<file path="config.mk">
export PLATFORM = sky130hd
export DESIGN_NAME = nmr_pulse_scan_sequencer_top_flat
export DESIGN_NICKNAME = d
export VERILOG_FILES = /design/src/nps_pkg.sv /design/src/nps_if.sv /design/src/nmr_pulse_scan_sequencer_top.sv /design/src/flat_wrapper.sv
export VERILOG_INCLUDE_DIRS = /design/src /design/src/src
export SDC_FILE = /design/constraint.sdc
export NUM_CORES = 1
export LEC_CHECK = 0
export ABC_AREA = 0
export BUFFER_PORTS_ARGS = -buffer_cell sky130_fd_sc_hd__buf_2
export CAP_MARGIN = 20
export CORE_ASPECT_RATIO = 0.5
export CORE_MARGIN = 5
export CORE_UTILIZATION = 41
export CTS_BUF_LIST = sky130_fd_sc_hd__clkbuf_2
export CTS_CLUSTER_SIZE = 24
export DETAILED_ROUTE_END_ITERATION = 8
export PLACE_DENSITY = 0.67
export SLEW_MARGIN = 40
export SYNTH_ARGS = -nofsm -noshare
export SYNTH_HDL_FRONTEND = slang
export SYNTH_SLANG_ARGS = --single-unit
</file>
<file path="constraint.sdc">
create_clock -name clk_i -period 5.29 [get_ports clk_i]
set_input_delay 0.529 -clock clk_i [delete_from_list [all_inputs] [get_ports clk_i]]
set_output_delay 0.529 -clock clk_i [all_outputs]
set_load 0.01 [all_outputs]
</file>
<file path="src/nmr_pulse_scan_sequencer_top_assert.svh">
// ----------------------------------------------------------------------------
// Assertion macros for the NMR pulse scan sequencer
// Clocked on clk_i, disabled while rst_ni is low.
// ----------------------------------------------------------------------------
`ifndef NMR_PULSE_SCAN_SEQUENCER_TOP_ASSERT_SVH
`define NMR_PULSE_SCAN_SEQUENCER_TOP_ASSERT_SVH

// Condition holds at every edge out of reset.
`define NPS_ASSERT_HOLDS(lbl, cond, msg) \
  lbl: assert property (@(posedge clk_i) disable iff (!rst_ni) (cond)) \
    else $error(msg);

// Same-cycle implication.
`define NPS_ASSERT_IMPLIES(lbl, ante, cons, msg) \
  lbl: assert property (@(posedge clk_i) disable iff (!rst_ni) (ante) |-> (cons)) \
    else $error(msg);

// Next-cycle implication.
`define NPS_ASSERT_NEXT(lbl, ante, cons, msg) \
  lbl: assert property (@(posedge clk_i) disable iff (!rst_ni) (ante) |=> (cons)) \
    else $error(msg);

`endif

</file>
<file path="src/nps_pkg.sv">
// ----------------------------------------------------------------------------
// nps_pkg
// Widths, codes and result type for the NMR pulse scan sequencer.
// ----------------------------------------------------------------------------
package nps_pkg;

  localparam int unsigned OpW      = 2;
  localparam int unsigned ScanW    = 16;
  localparam int unsigned TickW    = 16;
  localparam int unsigned PulseW   = 15;
  localparam int unsigned RecW     = 15;
  localparam int unsigned PreW     = 8;
  localparam int unsigned PostW    = 8;
  localparam int unsigned SampleW  = 32;
  localparam int unsigned CfgIdxW  = 3;
  localparam int unsigned CfgDataW = 32;

  // Input operation codes; code 3 is unused.
  typedef enum logic [OpW-1:0] {
    OP_TICK    = 2'd0,
    OP_START   = 2'd1,
    OP_CAPDONE = 2'd2
  } op_e;

  // Configuration register indexes.
  typedef enum logic [CfgIdxW-1:0] {
    REG_PULSE    = 3'd0,
    REG_RECOVERY = 3'd1,
    REG_PRE      = 3'd2,
    REG_POST     = 3'd3,
    REG_SAMPLES  = 3'd4
  } reg_e;

  typedef struct packed {
    logic               coil_on;
    logic               relay_on;
    logic               capture_start;
    logic [SampleW-1:0] capture_length;
    logic               scan_advance;
    logic               buffer_clear;
    logic               busy_res;
    logic [ScanW-1:0]   scans_left;
  } result_t;

endpackage

</file>
<file path="src/nps_if.sv">
// ----------------------------------------------------------------------------
// nps_in_if / nps_out_if
// Valid/ready channels for sequencer events and per-event results.
// ----------------------------------------------------------------------------
interface nps_in_if import nps_pkg::*; ();
  logic             valid;
  logic             ready;
  logic [OpW-1:0]   operation;
  logic [ScanW-1:0] scan_request;

  modport source (output valid, output operation, output scan_request, input ready);
  modport sink   (input valid, input operation, input scan_request, output ready);
endinterface

interface nps_out_if import nps_pkg::*; ();
  logic               valid;
  logic               ready;
  logic               coil_on;
  logic               relay_on;
  logic               capture_start;
  logic [SampleW-1:0] capture_length;
  logic               scan_advance;
  logic               buffer_clear;
  logic               busy_res;
  logic [ScanW-1:0]   scans_left;

  modport source (
    output valid, output coil_on, output relay_on, output capture_start,
    output capture_length, output scan_advance, output buffer_clear,
    output busy_res, output scans_left, input ready
  );
  modport sink (
    input valid, input coil_on, input relay_on, input capture_start,
    input capture_length, input scan_advance, input buffer_clear,
    input busy_res, input scans_left, output ready
  );
endinterface

</file>
<file path="src/nmr_pulse_scan_sequencer_top.sv">
// Result: each result beat is registered and appears on out_o in the cycle after its event beat is taken.
// Throughput: one event per cycle; the phase update is one pass of logic from the
//   state registers into the result register, and in_i stalls only while a result
//   is held and out_o is not ready.
// Reset: idle phase, no scans pending, tick counter and all config registers zero,
//   no result held. No clearing pass.
// ----------------------------------------------------------------------------
// nmr_pulse_scan_sequencer_top
// Pulse-and-acquire scan sequencer running on half-millisecond tick events.
// ----------------------------------------------------------------------------
`include "nmr_pulse_scan_sequencer_top_assert.svh"

module nmr_pulse_scan_sequencer_top import nps_pkg::*; (
  input  logic                clk_i,
  input  logic                rst_ni,
  input  logic                cfg_we_i,
  input  logic [CfgIdxW-1:0]  cfg_idx_i,
  input  logic [CfgDataW-1:0] cfg_wdata_i,
  nps_in_if.sink              in_i,
  nps_out_if.source           out_o
);

  // Scan phases. The end-of-scan step is transient and never stored.
  typedef enum logic [2:0] {
    PH_IDLE,
    PH_COIL,
    PH_PRE,
    PH_POST,
    PH_CAP,
    PH_REC
  } phase_e;

  // Configuration registers
  logic [PulseW-1:0]  pulse_q;
  logic [RecW-1:0]    recovery_q;
  logic [PreW-1:0]    pre_q;
  logic [PostW-1:0]   post_q;
  logic [SampleW-1:0] samples_q;

  // Sequencer state
  phase_e           phase_q, phase_d;
  logic [TickW-1:0] tick_q, tick_d;
  logic [ScanW-1:0] pend_q, pend_d;

  // Output stage
  logic    out_valid_q;
  result_t res_q, res_d;

  logic             in_acc;
  logic             timing_phase;
  logic [TickW-1:0] target;
  logic [TickW-1:0] tick_inc;
  logic             go_fwd, go_rec, go_done;
  phase_e           fwd_from, fwd;
  logic             cap_flag, adv_flag, clr_flag;

  // Output register decouples the two sides: take a new event whenever the
  // held result is gone or is leaving this cycle.
  assign in_i.ready = !out_valid_q || out_o.ready;
  assign in_acc     = in_i.valid && in_i.ready;

  // Timed phases count ticks up to twice the programmed milliseconds.
  assign timing_phase = (phase_q == PH_COIL) || (phase_q == PH_PRE) ||
                        (phase_q == PH_POST) || (phase_q == PH_REC);

  always_comb begin
    case (phase_q)
      PH_COIL: target = {pulse_q, 1'b0};
      PH_PRE:  target = {{(TickW-PreW-1){1'b0}}, pre_q, 1'b0};
      PH_POST: target = {{(TickW-PostW-1){1'b0}}, post_q, 1'b0};
      PH_REC:  target = {recovery_q, 1'b0};
      default: target = '0;
    endcase
  end

  assign tick_inc = tick_q + TickW'(1);

  // Next state. Zero-length phases are skipped in the same event, so one
  // event may end a scan, start the next and reach the capture request.
  always_comb begin
    phase_d  = phase_q;
    tick_d   = tick_q;
    pend_d   = pend_q;
    cap_flag = 1'b0;
    adv_flag = 1'b0;
    clr_flag = 1'b0;
    go_fwd   = 1'b0;
    go_rec   = 1'b0;
    go_done  = 1'b0;
    fwd_from = PH_COIL;
    fwd      = PH_COIL;

    if (in_acc) begin
      case (in_i.operation)
        OP_TICK: begin
          if (timing_phase) begin
            tick_d = tick_inc;
            if (tick_inc >= target) begin
              case (phase_q)
                PH_COIL: begin
                  go_fwd   = 1'b1;
                  fwd_from = PH_PRE;
                end
                PH_PRE: begin
                  go_fwd   = 1'b1;
                  fwd_from = PH_POST;
                end
                PH_POST: begin
                  go_fwd   = 1'b1;
                  fwd_from = PH_CAP;
                end
                PH_REC:  go_done = 1'b1;
                default: ;
              endcase
            end
          end
        end
        OP_START: begin
          // Refused while scans are pending.
          if (pend_q == '0) begin
            clr_flag = 1'b1;
            pend_d   = in_i.scan_request;
            if (in_i.scan_request != '0) begin
              go_fwd   = 1'b1;
              fwd_from = PH_COIL;
            end else begin
              phase_d = PH_IDLE;
              tick_d  = '0;
            end
          end
        end
        OP_CAPDONE: begin
          if (phase_q == PH_CAP) go_rec = 1'b1;
        end
        default: ;
      endcase
    end

    if (go_rec) begin
      if (recovery_q != '0) begin
        phase_d = PH_REC;
        tick_d  = '0;
      end else begin
        go_done = 1'b1;
      end
    end

    // End of scan: count it down, then either run the next scan or go idle.
    if (go_done) begin
      pend_d   = pend_q - ScanW'(1);
      adv_flag = 1'b1;
      if (pend_d != '0) begin
        go_fwd   = 1'b1;
        fwd_from = PH_COIL;
      end else begin
        phase_d = PH_IDLE;
        tick_d  = '0;
      end
    end

    // Forward walk through coil, pre and post delays, ending at capture.
    if (go_fwd) begin
      fwd = fwd_from;
      if ((fwd == PH_COIL) && (pulse_q == '0)) fwd = PH_PRE;
      if ((fwd == PH_PRE)  && (pre_q == '0))   fwd = PH_POST;
      if ((fwd == PH_POST) && (post_q == '0))  fwd = PH_CAP;
      phase_d = fwd;
      tick_d  = '0;
      if (fwd == PH_CAP) cap_flag = 1'b1;
    end
  end

  // Result reflects levels after the event.
  always_comb begin
    res_d.coil_on        = (phase_d == PH_COIL);
    res_d.relay_on       = (phase_d == PH_POST) || (phase_d == PH_CAP);
    res_d.capture_start  = cap_flag;
    res_d.capture_length = cap_flag ? samples_q : '0;
    res_d.scan_advance   = adv_flag;
    res_d.buffer_clear   = clr_flag;
    res_d.busy_res       = (pend_d != '0);
    res_d.scans_left     = pend_d;
  end

  // Config writes are dropped while scans are pending.
  always_ff @(posedge clk_i or negedge rst_ni) begin
    if (!rst_ni) begin
      pulse_q    <= '0;
      recovery_q <= '0;
      pre_q      <= '0;
      post_q     <= '0;
      samples_q  <= '0;
    end else if (cfg_we_i && (pend_q == '0)) begin
      case (cfg_idx_i)
        REG_PULSE:    pulse_q    <= cfg_wdata_i[PulseW-1:0];
        REG_RECOVERY: recovery_q <= cfg_wdata_i[RecW-1:0];
        REG_PRE:      pre_q      <= cfg_wdata_i[PreW-1:0];
        REG_POST:     post_q     <= cfg_wdata_i[PostW-1:0];
        REG_SAMPLES:  samples_q  <= cfg_wdata_i[SampleW-1:0];
        default: ;
      endcase
    end
  end

  always_ff @(posedge clk_i or negedge rst_ni) begin
    if (!rst_ni) begin
      phase_q     <= PH_IDLE;
      tick_q      <= '0;
      pend_q      <= '0;
      out_valid_q <= 1'b0;
      res_q       <= '0;
    end else begin
      phase_q <= phase_d;
      tick_q  <= tick_d;
      pend_q  <= pend_d;
      if (in_acc) begin
        out_valid_q <= 1'b1;
      end else if (out_o.ready) begin
        out_valid_q <= 1'b0;
      end
      if (in_acc) res_q <= res_d;
    end
  end

  assign out_o.valid          = out_valid_q;
  assign out_o.coil_on        = res_q.coil_on;
  assign out_o.relay_on       = res_q.relay_on;
  assign out_o.capture_start  = res_q.capture_start;
  assign out_o.capture_length = res_q.capture_length;
  assign out_o.scan_advance   = res_q.scan_advance;
  assign out_o.buffer_clear   = res_q.buffer_clear;
  assign out_o.busy_res       = res_q.busy_res;
  assign out_o.scans_left     = res_q.scans_left;

  `NPS_ASSERT_HOLDS(a_idle_iff_no_scans, (phase_q == PH_IDLE) == (pend_q == '0), "idle phase and pending count disagree")
  `NPS_ASSERT_IMPLIES(a_tick_below_target, timing_phase, tick_q < target, "tick count reached target without leaving phase")
  `NPS_ASSERT_NEXT(a_busy_start_no_clear, in_acc && (in_i.operation == OP_START) && (pend_q != '0), !res_q.buffer_clear, "buffer clear on refused start")
  `NPS_ASSERT_NEXT(a_busy_cfg_locked, cfg_we_i && (pend_q != '0), $stable(pulse_q) && $stable(recovery_q) && $stable(pre_q) && $stable(post_q) && $stable(samples_q), "config changed while busy")

endmodule

</file>
<file path="src/flat_wrapper.sv">
// flat-port wrapper written by rule: the top's interface ports become plain ports
module nmr_pulse_scan_sequencer_top_flat import nps_pkg::*;
  (clk_i, rst_ni, cfg_we_i, cfg_idx_i, cfg_wdata_i, in_i_valid, in_i_operation, in_i_scan_request, in_i_ready, out_o_valid, out_o_coil_on, out_o_relay_on, out_o_capture_start, out_o_capture_length, out_o_scan_advance, out_o_buffer_clear, out_o_busy_res, out_o_scans_left, out_o_ready);
  nps_in_if in_i_i ();
  nps_out_if out_o_i ();
  input  logic clk_i;
  input  logic rst_ni;
  input  logic cfg_we_i;
  input  logic [CfgIdxW-1:0] cfg_idx_i;
  input  logic [CfgDataW-1:0] cfg_wdata_i;
  input wire logic [$bits(in_i_i.valid)-1:0] in_i_valid;
  input wire logic [$bits(in_i_i.operation)-1:0] in_i_operation;
  input wire logic [$bits(in_i_i.scan_request)-1:0] in_i_scan_request;
  output wire logic [$bits(in_i_i.ready)-1:0] in_i_ready;
  output wire logic [$bits(out_o_i.valid)-1:0] out_o_valid;
  output wire logic [$bits(out_o_i.coil_on)-1:0] out_o_coil_on;
  output wire logic [$bits(out_o_i.relay_on)-1:0] out_o_relay_on;
  output wire logic [$bits(out_o_i.capture_start)-1:0] out_o_capture_start;
  output wire logic [$bits(out_o_i.capture_length)-1:0] out_o_capture_length;
  output wire logic [$bits(out_o_i.scan_advance)-1:0] out_o_scan_advance;
  output wire logic [$bits(out_o_i.buffer_clear)-1:0] out_o_buffer_clear;
  output wire logic [$bits(out_o_i.busy_res)-1:0] out_o_busy_res;
  output wire logic [$bits(out_o_i.scans_left)-1:0] out_o_scans_left;
  input wire logic [$bits(out_o_i.ready)-1:0] out_o_ready;
  assign in_i_i.valid = in_i_valid;
  assign in_i_i.operation = in_i_operation;
  assign in_i_i.scan_request = in_i_scan_request;
  assign in_i_ready = in_i_i.ready;
  assign out_o_valid = out_o_i.valid;
  assign out_o_coil_on = out_o_i.coil_on;
  assign out_o_relay_on = out_o_i.relay_on;
  assign out_o_capture_start = out_o_i.capture_start;
  assign out_o_capture_length = out_o_i.capture_length;
  assign out_o_scan_advance = out_o_i.scan_advance;
  assign out_o_buffer_clear = out_o_i.buffer_clear;
  assign out_o_busy_res = out_o_i.busy_res;
  assign out_o_scans_left = out_o_i.scans_left;
  assign out_o_i.ready = out_o_ready;
  nmr_pulse_scan_sequencer_top u_core (.clk_i(clk_i), .rst_ni(rst_ni), .cfg_we_i(cfg_we_i), .cfg_idx_i(cfg_idx_i), .cfg_wdata_i(cfg_wdata_i), .in_i(in_i_i), .out_o(out_o_i));
endmodule
</file>
==> metrics.txt <==
initial antenna violation count=0; syn_area_per_cell=11.4 sq um; die area=0.0231 sq mm; CP Max Fanout=8; Hold Path Class=in -> reg; Clock Sinks=168; final std cells w/o fill=1,145; Clock transition at path regs=0.25 ns; Vias per Instance=about 5.4; clock buffer depth=2; Syn Inst Count=722; 1st-pass router iterations=5; Pwr Total=approximately 0.0040 W; Final Routed Wirelength=between 20,000 and 25,000 microns; vias in the first global route=6,364; YS warnings=0; PD cells=between 400 and 500 mW/mm^2; core area=just under 0.02 sq mm; drt initial violations=430; ys flop type=dfrtp_1; startpoint types=flop; RD Place Congestion=0.878; # Max-Cap Violations=0; Synth Cell Area=0.00820 sq mm; Worst Setup End Kind=flop; share of cells above drive strength 1=27.1%; Area contributors post-synth=dfrtp_1 51%, mux2_2 8.8%, mux2_1 5.5%; Bufs and invs on worst path=0; Yosys cell types=between 60 and 70; antenna-violating nets left=0; Worst-Skew Late Latency=0.73 ns; Starting Density=41.9%; GR Util All Layers=17.9%; crit-path cells=nand3_1 -> nor2_1 -> nand3_1 -> nor2_1 -> and3_1 -> and3_1 -> nand3_1 -> xnor2_1 -> ha_1 -> nand4_1 -> nor2_1 -> a2111oi_4 -> a21oi_4 -> or2_1 -> a221oi_1 -> o32a_1 -> and4_1 -> a31oi_1; RSZ-0062 raised after global routing=no; largest net degree at the start of global routing=70; clock root buffer=clkbuf_2; DP HPWL=approximately 14,000 microns; WP depth=18; Placed Instances=1,081; overflow left after global routing=0; # DRC=0; cell depth of the worst hold path=3; Crit path required time=a little under 6 ns; final count of hold timing violations=0; post-synth top area cell=dfrtp_1; TNS Setup=0 ns; port buffer count=113; DR vias=6,199; normalized max-slew margin=46.5%; synth-to-layout area growth=17.4%; WS Path Type=reg -> reg; FF+latch count, synth=168; cts bufs inserted=17; CTS tree=built; EDFF count, synth=0; Antenna Cells=0; Final Max Slew Viols=0; most frequent cells in the layout=168 x dfrtp_1, 112 x buf_2, 83 x nand2_1, 64 x mux2_2, 40 x mux2_1; Pleak=4.85 nW; sequential share of the synthesized area=51.3%; slowest cell on the critical path=dfrtp_1; I/O Pins=114; max incr delay on CP=0.49 ns; Post-Syn Nets=about 800; global-route wire length before repair=33,000 microns; Worst Path Arrival=5.56 ns; ys async rst share=100%; CP delay by family, top=simple AND/OR/NAND/NOR gates; drt wl/cell=between 15 and 20 microns; Finish-stage setup viols=0; std cell rows=36; Die X=210 microns; fin crit period=4.93 ns; top-area cell type share of the netlist area=51.3%; period utilisation layout=93.2%; Worst Skew=between 0.03 and 0.04 ns; die height=110 microns; outcome=finished clean; final core utilization=between 40% and 50%; fmax=203 MHz; cells on worst reg2reg path=18; commonest non-fill, non-tap cell in the layout=dfrtp_1; H-tree depth=4; Layout Nets=approximately 940; measured slew at the worst slew-check pin=0.803 ns; Peak VDD IR=roughly 0.19 mV
## state kept, by name (all words and copies together), names as in the netlist, 8 cells and up
register / count
u_core.pend_q: 16
u_core.samples_q: 32
u_core.post_q: 8
u_core.out_o.scans_left: 16
u_core.out_o.capture_length: 32
u_core.recovery_q: 15
u_core.tick_q: 16
u_core.pulse_q: 15
u_core.pre_q: 8
## power by group
part	internal [W]	switching (W)	total, W
clock network	0.000222	0.000466	0.000688
logic	0.000622	0.000682	0.00130
registers	0.00167	0.000334	0.00200
total	0.00251	0.00148	0.00399
## worst paths after layout
kind / startpoint / endpoint / slack (ns)
max: u_core.tick_q[2] / u_core.out_o.busy_res / 0.36
min: out_o_ready / u_core.out_o.valid / 0.10
max reg2reg: u_core.tick_q[2] / u_core.out_o.busy_res / 0.36
min reg2reg: u_core.samples_q[17] / u_core.out_o.capture_length[17] / 0.50
max in group asynchronous: rst_ni / u_core.recovery_q[9] / 3.76
min in group asynchronous: rst_ni / u_core.pend_q[6] / 0.35
## through the flow
| step | hold WS, ns | setup WS (ns) | cell area [sq um] |
|---|---|---|---|
| 4_1_cts | 0.00502 | 0.293 | 9580 |
| 2_1_floorplan | 0.233 | 1.02 | 8200 |
| 5_1_grt | 0.0221 | 0.0254 | 9620 |
| 6_report | 0.104 | 0.361 | 9620 |
| 3_3_place_gp | 0.453 | 0.488 | 9040 |
| 3_5_place_dp | 0.458 | 0.351 | 9050 |
## tightest hold or removal path, cell delays in order
cell      delay, ns
buf_2          0.07
nand2b_1       0.16
nand2b_1       0.07
## routing by layer
layer,vias up,GRT usage [%],part of all wire (%)
met4,0,4.65,1.4
met2,118,28.3,47
met1,3118,25.3,48
met3,22,3.93,3.7
met5,-,0,0
li1,2941,-,-
## kinds of logic after synthesis
kind of cell	Yosys count	synth area share, %
XOR/XNOR	20	2.14
multiplexers	115	15.7
flip-flops	168	51.3
adder cells (fa/ha/maj)	18	2.75
buffers and inverters	44	2.34
AO/OA/AOI/OAI	134	12.0
AND/OR/NAND/NOR	223	13.8
## cell usage after synthesis (all sizes together), types with 2 or more instances
cell     count
a2111oi      2
a211o        2
a21boi       2
a21o         6
a21oi       35
a221oi       2
a22o        33
a22oi       10
a311oi       8
a31o         3
a41oi        3
and2         3
and3        11
and4         3
buf         13
clkbuf      19
dfrtp      168
ha          18
inv         12
mux2       104
mux2i       11
nand2       84
nand2b       4
nand3       10
nand3b       3
nand4       10
nand4b       2
nor2        42
nor2b        3
nor3        17
nor3b        3
nor4        10
nor4b        5
o2111ai      3
o211ai       2
o21ai       15
o31ai        4
or2          3
or3          3
or4          5
xnor2        4
xor2        16
## timing repair
action                                 in CTS  in global routing
setup endpoints to repair                   0                  3
hold buffers                               29                  2
endpoints found under the hold margin     108                  3
setup buffers                               0                  1
gates resized for setup                     0                  2
## cell type report
type | instances | area [sq um]
Clock inverter | 14 | 150
Fill cell | 1805 | 9920
Sequential cell | 168 | 4200
Timing Repair Buffer | 157 | 980
Clock buffer | 18 | 90.1
Tap cell | 266 | 333
Inverter | 12 | 45.0
Multi-Input combinational cell | 510 | 3820
No activity file was read; power rests on OpenSTA's default activity.
